<file path="src/rtl/core/pnm_pkg.sv">
// ----------------------------------------------------------------------------
// pnm_pkg: shared types and constants of the binary netpbm stream parser
// Result layout, result kinds, error codes and output buffer sizing.
// ----------------------------------------------------------------------------
`default_nettype none

package pnm_pkg;

    // result kinds
    localparam logic [1:0] KIND_HEADER = 2'd0;
    localparam logic [1:0] KIND_SAMPLE = 2'd1;
    localparam logic [1:0] KIND_ERROR  = 2'd2;

    // error codes
    localparam logic [2:0] ERR_BAD_MAGIC  = 3'd0;
    localparam logic [2:0] ERR_NO_WIDTH   = 3'd1;
    localparam logic [2:0] ERR_NO_HEIGHT  = 3'd2;
    localparam logic [2:0] ERR_NO_MAXVAL  = 3'd3;
    localparam logic [2:0] ERR_TOO_LARGE  = 3'd4;
    localparam logic [2:0] ERR_SIZE       = 3'd5;
    localparam logic [2:0] ERR_BAD_DIGIT  = 3'd6;

    // output buffer: room for two results per request plus slack
    localparam int FIFO_DEPTH = 4;
    localparam int FIFO_PTR_W = 2;
    localparam int FIFO_CNT_W = 3;

    typedef struct packed {
        logic [1:0]  kind;
        logic [15:0] sample_value;
        logic [15:0] image_width;
        logic [15:0] image_height;
        logic [15:0] max_value;
        logic        color_mode;
        logic        wide_samples;
        logic [2:0]  error_code;
        logic        last_item;
    } t_result;

    // up to two results per request; slot 0 always fills first
    typedef struct packed {
        logic    push0;
        logic    push1;
        t_result res0;
        t_result res1;
    } t_push;

    function automatic t_result make_error(input logic [2:0] code);
        t_result r;
        r            = '0;
        r.kind       = KIND_ERROR;
        r.error_code = code;
        r.last_item  = 1'b1;
        return r;
    endfunction

endpackage

`default_nettype wire

</file>
<file path="src/rtl/core/pnm_stream_if.sv">
// ----------------------------------------------------------------------------
// pnm_stream_if: byte and result channels of the netpbm parser
// Valid/ready channels; a request moves when valid and ready are both high.
// ----------------------------------------------------------------------------
`default_nettype none

interface pnm_in_if;
    logic       valid;
    logic       ready;
    logic [7:0] data_byte;
    logic       end_of_file;

    modport source (output valid, output data_byte, output end_of_file, input ready);
    modport sink   (input valid, input data_byte, input end_of_file, output ready);
endinterface

interface pnm_out_if;
    logic        valid;
    logic        ready;
    logic [1:0]  kind;
    logic [15:0] sample_value;
    logic [15:0] image_width;
    logic [15:0] image_height;
    logic [15:0] max_value;
    logic        color_mode;
    logic        wide_samples;
    logic [2:0]  error_code;
    logic        last_item;

    modport source (
        output valid, output kind, output sample_value, output image_width,
        output image_height, output max_value, output color_mode,
        output wide_samples, output error_code, output last_item, input ready
    );
    modport sink (
        input valid, input kind, input sample_value, input image_width,
        input image_height, input max_value, input color_mode,
        input wide_samples, input error_code, input last_item, output ready
    );
endinterface

`default_nettype wire

</file>
<file path="src/rtl/core/pnm_binary_stream_parser.sv">
// ----------------------------------------------------------------------------
// pnm_binary_stream_parser: streaming parser for binary PGM/PPM (P5/P6) files
//
// i_in takes one file byte per request, end_of_file set on the last byte.
// o_out returns results: a header (width, height, maxval, color, sample
// size), then one request per pixel sample (16-bit samples assembled high
// byte first), or an error with a code; errors, the final sample and a header
// ending the file carry last_item. After an error, bytes are swallowed up
// to end_of_file, and the byte carrying end_of_file always returns the
// parser to its start. Results reach o_out through the output buffer.
// Throughput: one byte per cycle while o_out drains one result per cycle;
// a byte can produce two results (a sample or header plus a size error).
// The results pass a four-entry buffer; i_in.ready drops when fewer than
// two entries are free, so a stalled receiver backs up into the byte side
// without losing results.
// Reset (synchronous, active low) clears the parser and empties the buffer.
// ----------------------------------------------------------------------------
`default_nettype none

module pnm_binary_stream_parser #(
    parameter int DIMENSION_BITS = 16
) (
    input  wire       i_clk,
    input  wire       i_rst_n,
    pnm_in_if.sink    i_in,
    pnm_out_if.source o_out
);
    import pnm_pkg::*;

    t_push push;
    logic  space_ok;

    // byte-level parse: state update and result generation in the same cycle
    pnm_parse_core #(
        .DIMENSION_BITS (DIMENSION_BITS)
    ) u_core (
        .i_clk      (i_clk),
        .i_rst_n    (i_rst_n),
        .i_in       (i_in),
        .i_space_ok (space_ok),
        .o_push     (push)
    );

    // result buffer decouples the receiver from the byte stream
    pnm_out_fifo u_fifo (
        .i_clk      (i_clk),
        .i_rst_n    (i_rst_n),
        .i_push     (push),
        .o_space_ok (space_ok),
        .o_out      (o_out)
    );

endmodule

`default_nettype wire

</file>
<file path="src/rtl/core/pnm_parse_core.sv">
// ----------------------------------------------------------------------------
// pnm_parse_core: per-byte header/body parser
// Updates parser state on each accepted byte and emits up to two results.
// ----------------------------------------------------------------------------
`default_nettype none

module pnm_parse_core #(
    parameter int DIMENSION_BITS = 16
) (
    input  wire            i_clk,
    input  wire            i_rst_n,
    pnm_in_if.sink         i_in,
    input  wire            i_space_ok,
    output pnm_pkg::t_push o_push
);
    import pnm_pkg::*;

    localparam int REM_W = 2 * DIMENSION_BITS + 3;
    localparam logic [19:0] DIM_LIMIT = 20'((64'd1 << DIMENSION_BITS) - 64'd1);
    localparam logic [19:0] MAX_LIMIT = 20'hFFFF;

    localparam logic [2:0] PH_MAGIC0 = 3'd0;
    localparam logic [2:0] PH_MAGIC1 = 3'd1;
    localparam logic [2:0] PH_WIDTH  = 3'd2;
    localparam logic [2:0] PH_HEIGHT = 3'd3;
    localparam logic [2:0] PH_MAXVAL = 3'd4;
    localparam logic [2:0] PH_BODY   = 3'd5;

    localparam logic [7:0] CH_P    = 8'h50;
    localparam logic [7:0] CH_5    = 8'h35;
    localparam logic [7:0] CH_6    = 8'h36;
    localparam logic [7:0] CH_HASH = 8'h23;
    localparam logic [7:0] CH_LF   = 8'h0A;

    logic [2:0]                  r_phase, n_phase;
    logic                        r_in_comment, n_in_comment;
    logic [15:0]                 r_acc, n_acc;
    logic                        r_saw, n_saw;
    logic [DIMENSION_BITS-1:0]   r_width, n_width;
    logic [DIMENSION_BITS-1:0]   r_height, n_height;
    logic [15:0]                 r_maxval, n_maxval;
    logic                        r_rgb, n_rgb;
    logic                        r_wide, n_wide;
    logic [REM_W-1:0]            r_rem, n_rem;
    logic [7:0]                  r_held, n_held;
    logic                        r_err, n_err;
    logic [2*DIMENSION_BITS-1:0] r_wh;

    logic                        accept;
    logic [7:0]                  b;
    logic                        eof;
    logic [19:0]                 acc_x;
    logic [19:0]                 lim;
    logic [REM_W-1:0]            wh_ext;
    logic [REM_W-1:0]            rem_base;
    logic [REM_W-1:0]            rem_hdr;
    logic [REM_W-1:0]            rem_dec;
    logic                        is_sep;
    logic                        wide_new;
    logic [2:0]                  end_code;
    t_push                       push;

    assign i_in.ready = i_space_ok;
    assign accept     = i_in.valid & i_space_ok;
    assign b          = i_in.data_byte;
    assign eof        = i_in.end_of_file;

    // acc * 10 + digit, digit is the low nibble of an ASCII digit
    assign acc_x  = ({4'd0, r_acc} << 3) + ({4'd0, r_acc} << 1) + {16'd0, b[3:0]};
    assign lim    = (r_phase == PH_MAXVAL) ? MAX_LIMIT : DIM_LIMIT;
    assign is_sep = (b inside {[8'd9:8'd13], 8'd32}) || (b == CH_HASH);

    // body size from the registered width*height product
    assign wide_new = (r_acc > 16'd255);
    assign wh_ext   = REM_W'(r_wh);
    assign rem_base = r_rgb ? (wh_ext + (wh_ext << 1)) : wh_ext;
    assign rem_hdr  = wide_new ? (rem_base << 1) : rem_base;
    assign rem_dec  = r_rem - REM_W'(1);

    always_comb begin
        n_phase      = r_phase;
        n_in_comment = r_in_comment;
        n_acc        = r_acc;
        n_saw        = r_saw;
        n_width      = r_width;
        n_height     = r_height;
        n_maxval     = r_maxval;
        n_rgb        = r_rgb;
        n_wide       = r_wide;
        n_rem        = r_rem;
        n_held       = r_held;
        n_err        = r_err;
        push         = '0;
        end_code     = ERR_BAD_MAGIC;

        if (accept) begin
            if (!r_err) begin
                case (r_phase)
                    PH_MAGIC0: begin
                        if (b == CH_P) begin
                            n_phase = PH_MAGIC1;
                        end else begin
                            n_err      = 1'b1;
                            push.push0 = 1'b1;
                            push.res0  = make_error(ERR_BAD_MAGIC);
                        end
                    end
                    PH_MAGIC1: begin
                        if (b == CH_5 || b == CH_6) begin
                            n_rgb   = (b == CH_6);
                            n_phase = PH_WIDTH;
                        end else begin
                            n_err      = 1'b1;
                            push.push0 = 1'b1;
                            push.res0  = make_error(ERR_BAD_MAGIC);
                        end
                    end
                    PH_WIDTH, PH_HEIGHT, PH_MAXVAL: begin
                        if (r_in_comment) begin
                            if (b == CH_LF) begin
                                n_in_comment = 1'b0;
                            end
                        end else if (is_sep) begin
                            if (r_saw && r_phase == PH_MAXVAL) begin
                                // separator after maxval: header, then body
                                n_saw                   = 1'b0;
                                n_acc                   = '0;
                                n_maxval                = r_acc;
                                n_wide                  = wide_new;
                                n_rem                   = rem_hdr;
                                n_phase                 = PH_BODY;
                                push.push0              = 1'b1;
                                push.res0.kind          = KIND_HEADER;
                                push.res0.image_width   = 16'(r_width);
                                push.res0.image_height  = 16'(r_height);
                                push.res0.max_value     = r_acc;
                                push.res0.color_mode    = r_rgb;
                                push.res0.wide_samples  = wide_new;
                                push.res0.last_item     = eof && (r_wh == '0);
                                if (eof && r_wh != '0) begin
                                    n_err      = 1'b1;
                                    push.push1 = 1'b1;
                                    push.res1  = make_error(ERR_SIZE);
                                end
                            end else begin
                                if (r_saw) begin
                                    n_saw = 1'b0;
                                    n_acc = '0;
                                    if (r_phase == PH_WIDTH) begin
                                        n_width = r_acc[DIMENSION_BITS-1:0];
                                        n_phase = PH_HEIGHT;
                                    end else begin
                                        n_height = r_acc[DIMENSION_BITS-1:0];
                                        n_phase  = PH_MAXVAL;
                                    end
                                end
                                if (b == CH_HASH) begin
                                    n_in_comment = 1'b1;
                                end
                            end
                        end else if (b inside {[8'h30:8'h39]}) begin
                            n_acc = acc_x[15:0];
                            n_saw = 1'b1;
                            if (acc_x > lim) begin
                                n_err      = 1'b1;
                                push.push0 = 1'b1;
                                push.res0  = make_error(ERR_TOO_LARGE);
                            end
                        end else begin
                            n_err      = 1'b1;
                            push.push0 = 1'b1;
                            push.res0  = make_error(ERR_BAD_DIGIT);
                        end
                    end
                    PH_BODY: begin
                        if (r_rem == '0) begin
                            n_err      = 1'b1;
                            push.push0 = 1'b1;
                            push.res0  = make_error(ERR_SIZE);
                        end else begin
                            n_rem = rem_dec;
                            if (r_wide && !r_rem[0]) begin
                                // high byte of a 16-bit sample
                                n_held = b;
                                if (eof) begin
                                    n_err      = 1'b1;
                                    push.push0 = 1'b1;
                                    push.res0  = make_error(ERR_SIZE);
                                end
                            end else begin
                                push.push0              = 1'b1;
                                push.res0.kind          = KIND_SAMPLE;
                                push.res0.sample_value  = r_wide ? {r_held, b} : {8'd0, b};
                                push.res0.last_item     = eof && (rem_dec == '0);
                                if (eof && rem_dec != '0) begin
                                    n_err      = 1'b1;
                                    push.push1 = 1'b1;
                                    push.res1  = make_error(ERR_SIZE);
                                end
                            end
                        end
                    end
                    default: begin
                        n_phase = PH_MAGIC0;
                    end
                endcase

                // file ended inside the header: report the first missing item
                if (eof && !n_err && n_phase < PH_BODY) begin
                    case (n_phase)
                        PH_WIDTH:  end_code = n_saw ? ERR_NO_HEIGHT : ERR_NO_WIDTH;
                        PH_HEIGHT: end_code = n_saw ? ERR_NO_MAXVAL : ERR_NO_HEIGHT;
                        PH_MAXVAL: end_code = n_saw ? ERR_SIZE : ERR_NO_MAXVAL;
                        default:   end_code = ERR_BAD_MAGIC;
                    endcase
                    push.push0 = 1'b1;
                    push.res0  = make_error(end_code);
                end
            end

            if (eof) begin
                n_phase      = PH_MAGIC0;
                n_in_comment = 1'b0;
                n_acc        = '0;
                n_saw        = 1'b0;
                n_width      = '0;
                n_height     = '0;
                n_maxval     = '0;
                n_rgb        = 1'b0;
                n_wide       = 1'b0;
                n_rem        = '0;
                n_held       = '0;
                n_err        = 1'b0;
            end
        end
    end

    assign o_push = push;

    always_ff @(posedge i_clk) begin
        if (!i_rst_n) begin
            r_phase      <= PH_MAGIC0;
            r_in_comment <= 1'b0;
            r_acc        <= '0;
            r_saw        <= 1'b0;
            r_width      <= '0;
            r_height     <= '0;
            r_maxval     <= '0;
            r_rgb        <= 1'b0;
            r_wide       <= 1'b0;
            r_rem        <= '0;
            r_held       <= '0;
            r_err        <= 1'b0;
        end else begin
            r_phase      <= n_phase;
            r_in_comment <= n_in_comment;
            r_acc        <= n_acc;
            r_saw        <= n_saw;
            r_width      <= n_width;
            r_height     <= n_height;
            r_maxval     <= n_maxval;
            r_rgb        <= n_rgb;
            r_wide       <= n_wide;
            r_rem        <= n_rem;
            r_held       <= n_held;
            r_err        <= n_err;
        end
    end

    // width*height, registered from r_width and r_height; it settles at least
    // one request ahead of the earliest maxval separator
    always_ff @(posedge i_clk) begin
        r_wh <= r_width * r_height;
    end

endmodule

`default_nettype wire

</file>
<file path="src/rtl/core/pnm_out_fifo.sv">
// ----------------------------------------------------------------------------
// pnm_out_fifo: result buffer
// Takes up to two results per cycle and presents them one at a time.
// ----------------------------------------------------------------------------
`default_nettype none

module pnm_out_fifo (
    input  wire            i_clk,
    input  wire            i_rst_n,
    input  pnm_pkg::t_push i_push,
    output logic           o_space_ok,
    pnm_out_if.source      o_out
);
    import pnm_pkg::*;

    t_result                r_mem [FIFO_DEPTH];
    logic [FIFO_PTR_W-1:0]  r_wp;
    logic [FIFO_PTR_W-1:0]  r_rp;
    logic [FIFO_CNT_W-1:0]  r_count, n_count;
    logic                   pop;
    logic [FIFO_CNT_W-1:0]  n_push;
    t_result                head;

    assign n_push  = FIFO_CNT_W'(i_push.push0) + FIFO_CNT_W'(i_push.push1);
    assign pop     = o_out.valid & o_out.ready;
    assign n_count = r_count + n_push - FIFO_CNT_W'(pop);

    // room for a full pair of results
    assign o_space_ok = (r_count <= FIFO_CNT_W'(FIFO_DEPTH - 2));

    always_ff @(posedge i_clk) begin
        if (i_push.push0) begin
            r_mem[r_wp] <= i_push.res0;
        end
        if (i_push.push1) begin
            r_mem[r_wp + FIFO_PTR_W'(1)] <= i_push.res1;
        end
    end

    always_ff @(posedge i_clk) begin
        if (!i_rst_n) begin
            r_wp    <= '0;
            r_rp    <= '0;
            r_count <= '0;
        end else begin
            r_wp    <= r_wp + n_push[FIFO_PTR_W-1:0];
            r_rp    <= r_rp + FIFO_PTR_W'(pop);
            r_count <= n_count;
        end
    end

    assign head               = r_mem[r_rp];
    assign o_out.valid        = (r_count != '0);
    assign o_out.kind         = head.kind;
    assign o_out.sample_value = head.sample_value;
    assign o_out.image_width  = head.image_width;
    assign o_out.image_height = head.image_height;
    assign o_out.max_value    = head.max_value;
    assign o_out.color_mode   = head.color_mode;
    assign o_out.wide_samples = head.wide_samples;
    assign o_out.error_code   = head.error_code;
    assign o_out.last_item    = head.last_item;

endmodule

`default_nettype wire

</file>
<file path="src/flat_wrapper.sv">
// flat-port wrapper written by rule: the top's interface ports become plain ports
module pnm_binary_stream_parser_flat import pnm_pkg::*;
#(
    parameter int DIMENSION_BITS = 16
)
  (i_clk, i_rst_n, i_in_valid, i_in_data_byte, i_in_end_of_file, i_in_ready, o_out_valid, o_out_kind, o_out_sample_value, o_out_image_width, o_out_image_height, o_out_max_value, o_out_color_mode, o_out_wide_samples, o_out_error_code, o_out_last_item, o_out_ready);
  pnm_in_if i_in_i ();
  pnm_out_if o_out_i ();
  input  wire i_clk;
  input  wire i_rst_n;
  input wire logic [$bits(i_in_i.valid)-1:0] i_in_valid;
  input wire logic [$bits(i_in_i.data_byte)-1:0] i_in_data_byte;
  input wire logic [$bits(i_in_i.end_of_file)-1:0] i_in_end_of_file;
  output wire logic [$bits(i_in_i.ready)-1:0] i_in_ready;
  output wire logic [$bits(o_out_i.valid)-1:0] o_out_valid;
  output wire logic [$bits(o_out_i.kind)-1:0] o_out_kind;
  output wire logic [$bits(o_out_i.sample_value)-1:0] o_out_sample_value;
  output wire logic [$bits(o_out_i.image_width)-1:0] o_out_image_width;
  output wire logic [$bits(o_out_i.image_height)-1:0] o_out_image_height;
  output wire logic [$bits(o_out_i.max_value)-1:0] o_out_max_value;
  output wire logic [$bits(o_out_i.color_mode)-1:0] o_out_color_mode;
  output wire logic [$bits(o_out_i.wide_samples)-1:0] o_out_wide_samples;
  output wire logic [$bits(o_out_i.error_code)-1:0] o_out_error_code;
  output wire logic [$bits(o_out_i.last_item)-1:0] o_out_last_item;
  input wire logic [$bits(o_out_i.ready)-1:0] o_out_ready;
  assign i_in_i.valid = i_in_valid;
  assign i_in_i.data_byte = i_in_data_byte;
  assign i_in_i.end_of_file = i_in_end_of_file;
  assign i_in_ready = i_in_i.ready;
  assign o_out_valid = o_out_i.valid;
  assign o_out_kind = o_out_i.kind;
  assign o_out_sample_value = o_out_i.sample_value;
  assign o_out_image_width = o_out_i.image_width;
  assign o_out_image_height = o_out_i.image_height;
  assign o_out_max_value = o_out_i.max_value;
  assign o_out_color_mode = o_out_i.color_mode;
  assign o_out_wide_samples = o_out_i.wide_samples;
  assign o_out_error_code = o_out_i.error_code;
  assign o_out_last_item = o_out_i.last_item;
  assign o_out_i.ready = o_out_ready;
  pnm_binary_stream_parser #(.DIMENSION_BITS(DIMENSION_BITS)) u_core (.i_clk(i_clk), .i_rst_n(i_rst_n), .i_in(i_in_i), .o_out(o_out_i));
endmodule
</file>
<file path="config.mk">
export PLATFORM = sky130hd
export DESIGN_NAME = pnm_binary_stream_parser_flat
export DESIGN_NICKNAME = d
export VERILOG_FILES = /design/src/rtl/core/pnm_pkg.sv /design/src/rtl/core/pnm_stream_if.sv /design/src/rtl/core/pnm_binary_stream_parser.sv /design/src/rtl/core/pnm_parse_core.sv /design/src/rtl/core/pnm_out_fifo.sv /design/src/flat_wrapper.sv
export SDC_FILE = /design/constraint.sdc
export NUM_CORES = 2
export LEC_CHECK = 0
export BUFFER_PORTS_ARGS = -buffer_cell sky130_fd_sc_hd__buf_2
export CORE_MARGIN = 5
export CORE_UTILIZATION = 50
export DETAILED_ROUTE_END_ITERATION = 12
export GPL_TIMING_DRIVEN = 1
export PLACE_DENSITY = 0.63
export RECOVER_POWER = 100
export SYNTH_ARGS = -nofsm -noshare
export SYNTH_HDL_FRONTEND = slang
export SYNTH_SLANG_ARGS = --single-unit
</file>
<file path="constraint.sdc">
create_clock -name i_clk -period 8.2 [get_ports i_clk]
set_input_delay 0.82 -clock i_clk [delete_from_list [all_inputs] [get_ports i_clk]]
set_output_delay 0.82 -clock i_clk [all_outputs]
set_load 0.05 [all_outputs]
</file>
After elaboration in Yosys (flattened, before gate mapping):

Memory sizes are Yosys's and may differ from the RTL's. A register that Yosys moved wholly into a read port is not among the register bits.
Index checks and enable logic that the tools add are counted.

* bits in registers: 138
* bits in latches: 0
* memory bits (writable): 288
* ROM bits: 0
* bits of input ports: 13
* output and inout bits: 74
* word-level logic and storage cells: 244
* memories: 1

Memories
* u_core.u_fifo.r_mem: words 4, bits a word 72, read ports 1, clocked after memory_dff 1, write ports 2, line pnm_out_fifo.sv:16 `t_result r_mem [FIFO_DEPTH];`

* add/sub/neg operators: 10
* multipliers: 1
* divide/modulo/power cells: 0
* order comparisons: 8
* equal/unequal tests: 24
* shift-type cells: 0
* mux-type cells: 140
* bitwise logic cells: 2
* reductions and logical operators: 43

Operator list (count)
* $mux 72: 12
* $mux 146: 3
* $mux 16: 26
* $pmux 72 s4: 1
* $mux 35: 7
* $pmux 72 s2: 1
* $mux 50: 2
* $mux 73: 1
* $logic_not 35->1: 2
* $pmux 35 s2: 1
* $mux 1: 56
* $mux 53: 1
* $mux 8: 5
* $mux 3: 13
* $reduce_bool 35->1: 1
* $sub 35x1->35 const B: 1
* $add 32x33->34: 1
* $mux 34: 1
* $eq 8x6->1 const B: 4
* $logic_not 32->1: 1
* $mul 16x16->32: 1
* $reduce_bool 32->1: 1
* $add 19x17->20: 1
* $add 20x4->20: 1
* other kinds (44): 84

Logic depth before layout (Yosys ltp):

* word-level depth: 19
* mapped depth: 25
* mapped depth without buffers: 24

Hierarchy:

From an unflattened synthesis, not the netlist that was laid out.

* cells, all modules: 3100
* area total of the unflattened synthesis: 33997.6 sq um

By module, submodules not included
* pnm_parse_core: times used 1, cells an instance 2360, area each 19271.0 sq um, seq. area each 2622.5 sq um
* pnm_out_fifo: times used 1, cells an instance 740, area each 14726.6 sq um, seq. area each 8788.4 sq um

Worst setup path after synthesis:

OpenSTA, ideal clock, no wires.

* kind: reg-to-reg
* start point: reg u_core.u_core.r_height[6]
* end point: reg u_core.u_core.r_wh[31]
* library setup time: 72 ps
* arrival time: 6344 ps
* slack: 1784 ps
* stages on the path, launching flop included: 24
* period minus slack after synthesis: 6416 ps
* path through: dfxtp_1 > clkbuf_1 > clkbuf_1 > nand2_1 > fa_1 > inv_1 > fa_1 > inv_1 > fa_1 > fa_1 > inv_1 > fa_1 > fa_1 > ha_1 > a21o_1 > a21o_1 > a21o_1 > a221oi_1 > o21ai_0 > a311o_1 > nand2_1 > o21bai_1 > a21oi_1 > xnor2_1

* longest elaborated chain between the ends: 1

Ends and longest elaborated chain
* start, declared: line pnm_parse_core.sv:40 `logic [DIMENSION_BITS-1:0] r_height, n_height;`
* start signal, assigned: line pnm_parse_core.sv:260 `r_height <= n_height;`
* $mul 16x16->32: line pnm_parse_core.sv:273 `r_wh <= r_width * r_height;`
* end signal, assigned: line pnm_parse_core.sv:273
* end, declared: line pnm_parse_core.sv:47 `logic [2*DIMENSION_BITS-1:0] r_wh;`

No other way between the ends.
A chain may end at the register's enable or synchronous reset.

==> metrics.yaml <==
global_routing:
  vias_in_the_first_global_route: 23300
  antenna_found_initial: 1
  grt_total_ovfl: 0
  track_usage_pct: 24.5
  first_pass_grt_wire_length_mm: 129
  grt_start_max_net_pins: 93
sta:
  rsz0062_at_grt: "false"
  whs_ns: 0.456
  finalSetupViolations: 0
  period_minus_slack_ns: 7.34
  finClkSkew_ns: 0.0126
  layout_worst_path_cycle_share_pct: 89.5
  timing.setup.tns_ns: 0
  tightest_slew_ns: 2.48
  final_slew_violations: 395
  final_report_hold_violation_count: 0
  slew_headroom_pct: -65.2
  fmaxAchievable_mhz: 136
drt:
  detailed_route_vias_per_instance: 5.95
  detail_route.wirelength.met1_mm: 35.9
  route.vias.total: 22900
  final_antenna_net_count: 0
  detailroute.wirelength.met2_mm: 37.9
  wl_met3_mm: 3.71
  highest_layer: "met4"
  route.detailed.wl_per_inst_um: 20.7
  drt-pass1-iter-count: 5
  drc_errors: 0
  drt_wl_total_mm: 79.5
  drt_iter0_drc: 1477
logic_synthesis:
  synthArstFlopShare_pct: 0
  yosys_warnings: 0
  cell_with_the_most_instances_after_synthesis: "sky130_fd_sc_hd__dfxtp_1"
  yosys-top-cells-area: "sky130_fd_sc_hd__dfxtp_1, sky130_fd_sc_hd__fa_1, sky130_fd_sc_hd__ha_1"
  per_instance_average_area_after_synthesis_um2: 9.61
  post-synth-top-area-cell: "sky130_fd_sc_hd__dfxtp_1"
  ys.flop_type: "sky130_fd_sc_hd__dfxtp_1"
  synth_cells: 3075
  synthDistinctLibCells: 92
  netlist_top_cells_count: "sky130_fd_sc_hd__dfxtp_1, sky130_fd_sc_hd__nand2_1, sky130_fd_sc_hd__inv_1"
  synth.top_cell.area_share_pct: 27.8
  total_of_flip_flops_plus_latches_after_synthesis: 426
  post_synth_instance_area_um2: 29600
  synth_edf_count: 16
  synth.net_count: 3478
  synth.yosys.seq_area_share_pct: 29.4
clock_network:
  cts-htree-levels: 2
  ctsHoldBuffers: 0
  clk_root_buffer_cell: "sky130_fd_sc_hd__clkbuf_16"
  postCtsSetupBuffers: 0
  post_cts.resized_instances: 0
  tritoncts_num_sinks: 426
  insertion_delay_ns: 0.58
  tritoncts: "done"
  clock_path_buffers: 3
  tritoncts_buffer_count: 46
  clk_pin_slew_ns: 0.06
floorplan:
  placementRows: 89
  chipWidth_um: 253
  effective_utilization_at_floorplan_pct: 50.3
  die_height_um: 253
  boundaryPins: 87
  core_area_um2: 58800
  design.die.area_um2: 64100
critical_path:
  critPathLaunchType: "input pin"
  worst_path_class_setup: "input pin to flop"
  critPathArrivalTime_ns: 7.84
  endpoint_kind: "flop"
  required_time_at_the_worst_slack_endpoint_ns: 8.70
  path_max_fanout: 23
flow_run:
  maxCapViolCount: 9
finish:
  areaGrowthSynthToFinish_pct: 7.66
  final_net_count: 3445
  drive_gt1_share_pct: 7.12
  final_area_um2: 31800
  diodes: 0
  finalCoreUtilization_pct: 54.1
placement:
  place.gp.congestion: 0.921
  dpl.hpwl_mm: 56.1
  port_buffers: 86
  placed_area_um2: 30400
run_status:
  violations: "capacitance limit, slew limit"
  status: "finished, violations left"
pwr:
  static-leakage-power_nw: 12.7
  power-per-cell-area_nw_per_um2: 155
  finalPower_mw: 4.92
  vdd.ir_drop.worst_mv: 0.207
worst_hold_path:
  min-delay-path-class: "flop to flop"
-- sequential cells by signal (all words and copies together), names as in the netlist --
register	flops
u_core.u_fifo.r_rp	2
u_core.u_core.r_height	16
u_core.u_core.r_width	16
u_core.u_core.r_acc	16
u_core.u_core.r_rem	35
u_core.u_fifo.r_mem	288
u_core.u_core.r_wide	1
u_core.u_core.r_in_comment	1
u_core.u_core.r_held	8
u_core.u_core.r_phase	3
u_core.u_core.r_saw	1
u_core.u_fifo.r_wp	2
u_core.u_core.r_err	1
u_core.u_fifo.r_count	3
u_core.u_core.r_wh	32
u_core.u_core.r_rgb	1
-- cell families after synthesis --
family | Yosys count | synth area share (%)
AND/OR/NAND/NOR | 823 | 13.8
buffers and inverters | 492 | 6.57
multiplexers | 129 | 7.50
AO/OA/AOI/OAI | 728 | 18.6
flip-flops | 426 | 29.4
adder cells (fa/ha/maj) | 390 | 21.5
XOR/XNOR | 87 | 2.58
-- cells in the final DEF (no fill, tap or decap), types with 88 or more instances in the layout --
master                      synthesis  routed
sky130_fd_sc_hd__nor2_1            88      88
sky130_fd_sc_hd__dfxtp_1          410     408
sky130_fd_sc_hd__ha_1             192     192
sky130_fd_sc_hd__fa_1             198     198
sky130_fd_sc_hd__nand2_1          357     357
sky130_fd_sc_hd__and2_1           108      94
sky130_fd_sc_hd__o21ai_0           74      89
sky130_fd_sc_hd__nor2b_1           89      89
sky130_fd_sc_hd__o2bb2ai_1        270     270
sky130_fd_sc_hd__a21oi_1           94      94
sky130_fd_sc_hd__inv_1            287     291
-- routing by layer --
| metal | up-vias | track usage, % |
|---|---|---|
| li1 | 10800 | - |
| met3 | 114 | 2.78 |
| met2 | 614 | 40.6 |
| met5 | - | 0 |
| met1 | 11400 | 34.4 |
| met4 | 0 | 6.86 |
-- final cells by class --
| type | count | area [µm²] |
|---|---|---|
| Multi-Input combinational cell | 2157 | 18900 |
| Timing Repair Buffer | 120 | 567 |
| Tap cell | 773 | 967 |
| Clock inverter | 16 | 245 |
| Inverter | 291 | 1090 |
| Clock buffer | 65 | 1350 |
| Sequential cell | 426 | 8690 |
| Fill cell | 5298 | 27000 |
-- final timing paths --
path                                                              start                                      end  slack (ns)  depth (start not counted)
worst min-delay path            u_core.u_fifo.r_mem[3][52]$_SDFFE_PP0P_  u_core.u_fifo.r_mem[3][52]$_SDFFE_PP0P_        0.46                          1
worst min register to register  u_core.u_fifo.r_mem[3][52]$_SDFFE_PP0P_  u_core.u_fifo.r_mem[3][52]$_SDFFE_PP0P_        0.46                          1
worst max register to register   u_core.u_core.r_height[6]$_SDFFE_PN0P_           u_core.u_core.r_wh[31]$_DFF_P_        1.15                         21
worst max-delay path                                  i_in_data_byte[3]  u_core.u_fifo.r_mem[0][16]$_SDFFE_PP0P_        0.86                         16
-- worst max-delay path: stages --
cell and delay [ns]:
sky130_fd_sc_hd__clkbuf_1 0.40, sky130_fd_sc_hd__inv_1 0.13, sky130_fd_sc_hd__fa_1 0.56, sky130_fd_sc_hd__inv_1 0.07, sky130_fd_sc_hd__fa_1 0.48, sky130_fd_sc_hd__a211oi_1 0.26
sky130_fd_sc_hd__nor2_1 0.11, sky130_fd_sc_hd__o311ai_0 0.70, sky130_fd_sc_hd__a211oi_1 0.16, sky130_fd_sc_hd__a211oi_1 0.50, sky130_fd_sc_hd__nor4_1 0.18, sky130_fd_sc_hd__o21ai_0 0.88
sky130_fd_sc_hd__o2bb2a_1 0.29, sky130_fd_sc_hd__a21boi_1 1.34, sky130_fd_sc_hd__clkbuf_2 0.73, sky130_fd_sc_hd__o2bb2ai_1 0.19
-- metrics by stage --
stage          setup slack, ns  std cells
3_5_place_dp              1.19       3767
5_1_grt                  0.402       3848
4_1_cts                   1.20       3848
2_1_floorplan             1.78       3075
6_report                 0.858       3848
3_3_place_gp              1.29       3767
-- power breakdown --
part / internal [mW] / switching [mW]
sequential: 2.10 / 0.0449
clock: 1.31 / 0.877
combinational: 0.166 / 0.415
total: 3.58 / 1.34
No activity file was read; power rests on OpenSTA's default activity.
